### src/hw/rtl/lcal_pkg.sv
// Shared types and constants for the lowest common ancestor lifting core.
`default_nettype none
package lcal_pkg;
   localparam logic [1:0] REQ_LOAD  = 2'd0;
   localparam logic [1:0] REQ_BUILD = 2'd1;
   localparam logic [1:0] REQ_QUERY = 2'd2;
   localparam logic RESULT_BUILD = 1'b0;
   localparam logic RESULT_QUERY = 1'b1;
   localparam logic [9:0] ROOT_NODE = 10'd1;

   typedef struct packed {
      logic [1:0] req_type;
      logic [9:0] node_id;
      logic [9:0] parent_id;
      logic [9:0] node_depth;
      logic [9:0] node_a;
      logic [9:0] node_b;
   } req_type_type;

   typedef struct packed {
      logic       result_kind;
      logic [9:0] ancestor;
      logic       bad_query;
   } rsp_type;

   // Datapath operation selected by the controller.
   typedef enum logic [3:0] {
      OP_NONE, OP_LOAD, OP_BINIT, OP_BRD1, OP_BRD2, OP_BWR,
      OP_QINIT, OP_QSWAP, OP_LIFT, OP_LIFTW, OP_CMP, OP_JRD, OP_JW, OP_FRD, OP_FIN
   } op_type;

   typedef struct packed {
      op_type op;
   } cmd_type;

   typedef struct packed {
      logic build_more_levels;
      logic lift_more;
      logic lift_hit;
      logic jump_more;
      logic bad;
   } status_type;
endpackage
`default_nettype wire

### src/hw/rtl/lcal_control.sv
// Controller state machine sequencing loads, builds and queries.
`default_nettype none
module lcal_control (
   input  wire                   clock,
   input  wire                   reset,
   input  wire                   req_valid,
   output logic                  req_stall,
   input  wire  [1:0]            req_kind,
   input  lcal_pkg::status_type  status,
   output lcal_pkg::cmd_type     cmd,
   output logic                  done,
   output logic                  done_kind
);
   localparam logic [3:0] S_IDLE = 4'd0, S_BUILD0 = 4'd1, S_BRD1 = 4'd2, S_BRD2 = 4'd3,
      S_BWR = 4'd4, S_QRD = 4'd5, S_QSWAP = 4'd6, S_LIFT = 4'd7, S_LIFTW = 4'd8,
      S_CMP = 4'd9, S_JRD = 4'd10, S_JW = 4'd11, S_FRD = 4'd12, S_FIN = 4'd13,
      S_BWAIT = 4'd14, S_QEND = 4'd15;
   logic [3:0] state_ff, state_in;

   always_comb begin
      state_in = state_ff;
      cmd.op = lcal_pkg::OP_NONE;
      done = 1'b0; done_kind = lcal_pkg::RESULT_QUERY;
      req_stall = state_ff != S_IDLE;
      case (state_ff)
         S_IDLE: if (req_valid) begin
            case (req_kind)
               lcal_pkg::REQ_LOAD: cmd.op = lcal_pkg::OP_LOAD;
               lcal_pkg::REQ_BUILD: begin cmd.op = lcal_pkg::OP_BINIT; state_in = S_BUILD0; end
               lcal_pkg::REQ_QUERY: begin cmd.op = lcal_pkg::OP_QINIT; state_in = S_QRD; end
               default: ;
            endcase
         end
         S_BUILD0: state_in = status.build_more_levels ? S_BRD1 : S_BWAIT;
         S_BRD1: begin cmd.op = lcal_pkg::OP_BRD1; state_in = S_BRD2; end
         S_BRD2: begin cmd.op = lcal_pkg::OP_BRD2; state_in = S_BWR; end
         S_BWR: begin cmd.op = lcal_pkg::OP_BWR; state_in = S_BUILD0; end
         S_BWAIT: begin done = 1'b1; done_kind = lcal_pkg::RESULT_BUILD; state_in = S_IDLE; end
         S_QRD: state_in = status.bad ? S_QEND : S_QSWAP;
         S_QSWAP: begin cmd.op = lcal_pkg::OP_QSWAP; state_in = S_LIFT; end
         S_LIFT: state_in = status.lift_more ? S_LIFTW : S_CMP;
         S_LIFTW: begin cmd.op = lcal_pkg::OP_LIFTW; state_in = S_LIFT; end
         S_CMP: begin cmd.op = lcal_pkg::OP_CMP;
            state_in = status.lift_hit ? S_QEND : S_JRD; end
         S_JRD: if (status.jump_more) begin cmd.op = lcal_pkg::OP_JRD; state_in = S_JW; end
                else begin cmd.op = lcal_pkg::OP_FRD; state_in = S_FRD; end
         S_JW: begin cmd.op = lcal_pkg::OP_JW; state_in = S_JRD; end
         S_FRD: begin state_in = S_FIN; end
         S_FIN: begin cmd.op = lcal_pkg::OP_FIN; state_in = S_QEND; end
         S_QEND: begin done = 1'b1; state_in = S_IDLE; end
         default: state_in = S_IDLE;
      endcase
   end

   always_ff @(posedge clock) begin
      if (reset) state_ff <= S_IDLE;
      else state_ff <= state_in;
   end
endmodule
`default_nettype wire

### config.mk
export PLATFORM = sky130hd
export DESIGN_NAME = lcal_control
export DESIGN_NICKNAME = d
export VERILOG_FILES = /design/src/hw/rtl/lcal_pkg.sv /design/src/hw/rtl/lcal_control.sv
export SDC_FILE = /design/constraint.sdc
export NUM_CORES = 1
export LEC_CHECK = 0
export ABC_CLOCK_PERIOD_IN_PS = 1400
export BUFFER_PORTS_ARGS = -buffer_cell sky130_fd_sc_hd__buf_2
export CAP_MARGIN = 20
export CORE_AREA = 4 4 41 43
export CTS_CLUSTER_DIAMETER = 60
export DETAILED_ROUTE_END_ITERATION = 16
export DIE_AREA = 0 0 45 47
export PLACE_DENSITY = 0.66
export SETUP_SLACK_MARGIN = 0.15
export SYNTH_ARGS = -nofsm -noshare
export SYNTH_HDL_FRONTEND = slang
export SYNTH_SLANG_ARGS = --single-unit
### constraint.sdc
create_clock -name clock -period 1.4 [get_ports clock]
set_input_delay 0.07 -clock clock [delete_from_list [all_inputs] [get_ports clock]]
set_output_delay 0.07 -clock clock [all_outputs]
set_load 0.05 [all_outputs]
==> metrics.txt, run 1 <==
P_leak between 0.4 and 0.5 nW; wire length per cell 16.3 um; Post-route DRC 0; Vias/cell 5.74; Die ar. 2120 sq um; largest family of logic cells by synthesized area compound AO/OA/AOI/OAI gates; number of global-route vias before repair 700; Post-DP Area 752 sq um; Adder-Cell Fraction of Synth Area 9.52%; clock share of power under 10%; Hold EP state_ff[2]$_SDFFE_PP0P_; Post-Synth XOR/XNOR Area ~1.7%; Setup Viol. Count Final 6; nets 127; Buffers on Ports 16; area of the mapped netlist approximately 530 sq um; syn_nets 81; gpl congestion 0.793; via count 723; Net Sw Power 0.00125 W; Fin. Hold Viols 0; core area 1300 sq um; pin count of the biggest net entering global routing 13; clock sinks 4; row count 13; dominant synthesized flop cell dfxtp_1; CTS buffer count 3; hold path depth 2; Max FO, Critical Path 5; clock root buffer clkbuf_4; synthesis-to-layout area growth 104%; global route overflow 0; total number of H-tree levels 1; min-delay worst type primary input to flip-flop; post-synthesis average cell area 7.84 sq um; biggest regs state_ff: 4 flops; crit path kind flip-flop to primary output; antenna violations before repair 0; Reg-to-Reg Start state_ff[2]$_SDFFE_PP0P_; Distinct cells, synth 37; status finished with violations; Cell Pwr Density 2550 nW/um^2; final instance area 1070 sq um; worst hold start reset; Antenna Nets Post-Route 0; sequential power share 10.8%; share of layout cells above drive strength 1 65.8%; Internal around 0.0015 W; R2R cell count 7; Detailed Route Iter0 Violations 15; Seq/Total Area, Yosys between 15 and 20%; Overall Global Routing Usage a little under a fifth; Worst-Skew Late Latency around 240 ps; pre-CTS setup slack 5.01 ps; global-route wire length before repair 2.97 mm; Post-Syn Instances 67; post-synthesis simple-gate area fraction between 20% and 30%; worst r2r dst state_ff[0]$_SDFFE_PP0P_; Die H 47 um; Post-synth ARST share 0%; Initial Util between 40% and 50%; post-synthesis mux area share 2.14%; r2r setup slk -10 ps; # Max-Cap Violations 0; Logic pwr share ~84%; number of fill cells in the layout 73; Min Clock Period, post-route about 1500 ps; number of flip-flops in the largest register 4; failing checks setup timing; Compound-Gate Fraction of Synth Area 34.3%; skew final 6.80 ps; total wire length 2.05 mm; Pre-antenna DRT Iters 4; Max clock buf depth 2; unrepaired setup endpoints after global routing true; clock slew seen by the registers of the worst setup and hold paths 40 ps; CTS tree yes; hold buffers post-CTS 0; # diodes 0; CP endpoint kind primary output; final slew viol count 0; Sw Share 45.8%; highest clock rate 0.675 GHz; Worst EP arrival 1410 ps; PnR worst setup slack -81.2 ps; worst endpoint required time ~1300 ps; VDD IR max 1.53 mV; Synthesis Warnings 0; Tcrit/Tclk final 106%; TNS Setup -208 ps; Chip Width 45 um; Post-synth EDFFs 0; Ports 17; Worst Tran Pin Value 394 ps; Slew headroom 73.5%; dpl hpwl 1.17 mm; Synth Register Bits 4; CP Launch Type flip-flop; Reg with most FFs state_ff
==> synthesized netlist by cell type (2+ instances only) <==
master    count  area share (%)
buf_2         3             2.9
nor2_1        5             3.6
a221oi_1      2             3.3
nand3_1       2             1.9
nor3_1        2             1.9
a21oi_1       5             4.8
nand2_1       4             2.9
dfxtp_1       4              15
o21ai_1       2             1.9
nand2b_1      3             3.6
o21a_1        2             2.9
ha_1          4             9.5
inv_1         5             3.6
==> area by class of cell <==
type / instances / area [sq um] / share of cell area, %
multi-input combinational: 52 / 509 / 47.5
sequential: 4 / 95.1 / 8.88
timing repair buffer: 46 / 403 / 37.6
inverter: 6 / 22.5 / 2.10
tap: 15 / 18.8 / 1.75
clock buffer: 3 / 22.5 / 2.10
==> cell families (layout without fill, tap and decap cells) <==
kind of cell / Yosys count / count (layout)
fa+ha+maj: 4 / 4
flops: 4 / 4
compound gates: 24 / 24
simple gates: 22 / 22
xor+xnor: 1 / 1
buf+inv: 11 / 55
mux: 1 / 1
==> cells in the final DEF (no fill, tap or decap), types with 2 or more instances in the layout <==
cell       n
a21oi_1    5
buf_8      3
o21ai_1    2
inv_2      2
a221oi_2   2
nand3_1    2
nor3_1     2
buf_4     17
buf_2     10
buf_6     16
inv_1      4
o21a_1     2
dfxtp_4    4
nor2_1     4
ha_1       4
nand2_1    4
clkbuf_4   3
==> repair_timing <==
| item | 4_1_cts | 5_1_grt |
|---|---|---|
| pin swaps | 8 | 4 |
| resized for setup | 36 | 12 |
| setup buffers | 12 | 4 |
| endpoints found under the setup margin | 10 | 10 |
==> power groups by stage <==
stage	combinational (W)	sequential (W)	clock, W
after floorplan	0.00112	0.000236	0
after global placement	0.00143	0.000295	0
after detailed placement	0.00145	0.000302	0
after CTS	0.00196	0.000310	0.000151
after global routing	0.00240	0.000303	0.000159
final	0.00229	0.000295	0.000148
==> worst max-delay path, stage by stage (launching register included) <==
cell and delay [ps]:
dfxtp_4 360, nor4_4 330, nand3_1 180, o311ai_4 90, buf_6 190
==> stage by stage <==
step / utilization, % / cells / hold WS, ps / power (W)
finish: 82.3 / 126 / 54.5 / 0.00273
global route: 82.3 / 126 / 58.5 / 0.00286
CTS: 75.4 / 122 / 43.6 / 0.00242
detailed placement: 57.8 / 107 / 298 / 0.00175
global placement: 57.8 / 107 / 294 / 0.00172
floorplan: - / 67 / 135 / 0.00136
==> worst max-delay path by stage <==
stage	start	endpoint	slack, ps	cells after the start
4_1_cts	state_ff[2]$_SDFFE_PP0P_	cmd[2]	-50	4
3_5_place_dp	state_ff[0]$_SDFFE_PP0P_	cmd[1]	5	4
3_3_place_gp	state_ff[0]$_SDFFE_PP0P_	cmd[1]	40	4
6_report	state_ff[2]$_SDFFE_PP0P_	cmd[1]	-80	4
5_1_grt	state_ff[2]$_SDFFE_PP0P_	cmd[1]	-130	4
2_1_floorplan	state_ff[3]$_SDFFE_PP0P_	cmd[2]	90	6
==> routing by layer <==
layer	track usage [%]	wire [um]	up-vias	share of wire, %
met1	19.3	886	349	43
met4	5.85	40	0	2.0
li1	-	-	342	-
met3	6.90	96	6	4.7
met5	0	0	-	0
met2	35.9	1030	26	50
No activity file was read; power rests on OpenSTA's default activity.
==> run 2, diff against run 1 <==
ABC_AREA = 1   (was not set)
PLACE_DENSITY = 0.68   (was 0.66)
==> run 2 against run 1 <==
Effect of this change: the flow still finishes with violations (setup timing); synthesized cell count rose by 49%; routed wire length rose by 7.2%; hold slack got worse by 50 ps; area after synthesis rose by 5.7%; critical path type unchanged; critical endpoint is now cmd[2]; largest cell class unchanged.
==> metrics.txt, run 2 <==
Vias/cell 5.42; Initial Util 42.7%; Placed Cells incl. Taps 136; Detailed Route Iter0 Violations 21; min-delay worst type primary input to flip-flop; Seq/Total Area, Yosys between 10 and 15%; main area contributors after synthesis nand2_1 (18%), dfxtp_1 (14%), nor2_1 (14%); Post-synth ARST share 0%; Worst EP arrival 1350 ps; clock sinks 4; Die ar. 2120 sq um; Ports 17; clock root buffer clkbuf_4; unrepaired setup endpoints after global routing true; commonest non-fill, non-tap cell in the layout nand2_1; worst path cell trace inv_4, nor2_4, nand2_1, nor2_2, nor2_4, o2111ai_4, buf_6; crit path kind flip-flop to primary output; total wire length 2.20 mm; post-synthesis simple-gate area fraction 58.6%; row count 13; Max FO, Critical Path 6; PnR worst setup slack -18.6 ps; Synthesis Warnings 0; number of flip-flops in the largest register 4; antenna violations before repair 0; syn_nets 114; post-route insts no fill 153; VDD IR max 1.98 mV; skew final 4.58 ps; Min Clock Period, post-route 1420 ps; commonest cells after routing, fill and taps aside nand2_1 (19), buf_4 (18), nor2_1 (13); highest clock rate 0.705 GHz; Cell Pwr Density 2410 nW/um^2; dominant synthesized flop cell dfxtp_1; core area 1300 sq um; total power 0.00246 W; global-route wire length before repair 3.03 mm; CP Launch Type flip-flop; Post-synth EDFFs 0; Adder-Cell Fraction of Synth Area 9.01%; Antenna Nets Post-Route 0; area of the mapped netlist 556 sq um; Compound-Gate Fraction of Synth Area 8.56%; post-synth top area share 18.2%; most common cell in the synthesized netlist nand2_1; pre-CTS setup slack -32.3 ps; dpl hpwl 1.36 mm; synthesis-to-layout area growth 83.1%; Tcrit/Tclk final 101%; Max clock buf depth 2; CTS buffer count 3; global route overflow 0; CTS tree yes; wire length per cell 14.4 um; Reg with most FFs state_ff; Post-Synth XOR/XNOR Area 0%; Die H 47 um; gpl congestion 0.864; post-synthesis average cell area 5.56 sq um; # Max-Cap Violations 0; Worst Tran Pin Value 233 ps; pin count of the biggest net entering global routing 8; post-synthesis mux area share 0%; smallest hold slack 4.51 ps; Fin. Hold Viols 0; Synth area leader nand2_1; worst endpoint required time 1330 ps; Overall Global Routing Usage 19.3%; biggest regs state_ff: 4 flops; nets 154; total number of H-tree levels 1; via count a little over 800; Setup Viol. Count Final 3; status finished with violations; largest family of logic cells by synthesized area simple AND/OR/NAND/NOR gates; Layout Utilization 78.2%; clock slew seen by the registers of the worst setup and hold paths roughly 40 ps; Slowest-stage cell, CP dfxtp_4; # diodes 0; Worst path most repeated cell nor2_4; Buffers on Ports 16; number of global-route vias before repair roughly 730; Distinct cells, synth 17; Synth Register Bits 4; Chip Width ~45 um; CP endpoint kind primary output; final slew viol count 0; Slew headroom 84.4%; share of layout cells above drive strength 1 55.8%; Pre-antenna DRT Iters 4; top post-synthesis cells by count nand2_1 (27), nor2_1 (21), nand3_1 (12); P_leak about 0.53 nW; Post-Syn Instances 100; crit-path max cell delay 410 ps; failing checks setup timing; Worst-Skew Late Latency 230 ps; Post-route DRC 0
## run 2: worst max-delay path: cells and delay by family, from the launching register on
kind | cells | cell delay (ps)
buffers and inverters | 2 | 240
AO/OA/AOI/OAI | 1 | 60
flip-flops | 1 | 410
AND/OR/NAND/NOR | 4 | 400
## run 2: kinds of logic after synthesis
logic type / after synthesis
simple gates: 71
buf+inv: 14
compound gates: 7
fa+ha+maj: 4
flops: 4
## run 2: metal layers
| layer | wire length (um) | track usage (%) |
|---|---|---|
| met5 | 0 | 0 |
| met2 | 1120 | 35.6 |
| met1 | 802 | 23.4 |
| met3 | 190 | 2.30 |
| met4 | 80 | 5.26 |
## run 2: path summary, 6_finish.rpt
kind	start	end	slack, ps	depth (start not counted)
setup / recovery	state_ff[3]$_SDFFE_PP0P_	cmd[2]	-20	7
hold / removal	reset	state_ff[1]$_SDFFE_PP0P_	5	2
setup reg to reg	state_ff[3]$_SDFFE_PP0P_	state_ff[2]$_SDFFE_PP0P_	30	11
hold reg to reg	state_ff[0]$_SDFFE_PP0P_	state_ff[3]$_SDFFE_PP0P_	750	4
## run 2: final cells by class
type	count	area (sq um)
Clock buffer	3	22.5
Fill cell	102	284
Inverter	14	62.6
Multi-Input combinational cell	82	551
Sequential cell	4	95.1
Tap cell	15	18.8
Timing Repair Buffer	35	268
## run 2: per-stage QoR
| stage | instance area, sq um | TNS (ps) |
|---|---|---|
| 2_1_floorplan | 608 | 0 |
| 3_3_place_gp | 744 | -3.17 |
| 3_5_place_dp | 744 | -32.3 |
| 4_1_cts | 880 | -8.25 |
| 5_1_grt | 1020 | -245 |
| 6_report | 1020 | -36.4 |
## run 2: report_power, final
group | total [W] | switching, W | internal, W
Clock | 0.000137 | 0.0000415 | 0.0000955
Combinational | 0.00198 | 0.00115 | 0.000827
Sequential | 0.000343 | 0.000155 | 0.000188
## run 2: what timing repair did
item / CTS / global route
pin swaps: 4 / 9
cloned: 0 / 0
hold buffers: 0 / 0
setup endpoints to repair: 11 / 10
buffers inserted: 5 / 9
resized for setup: 26 / 23
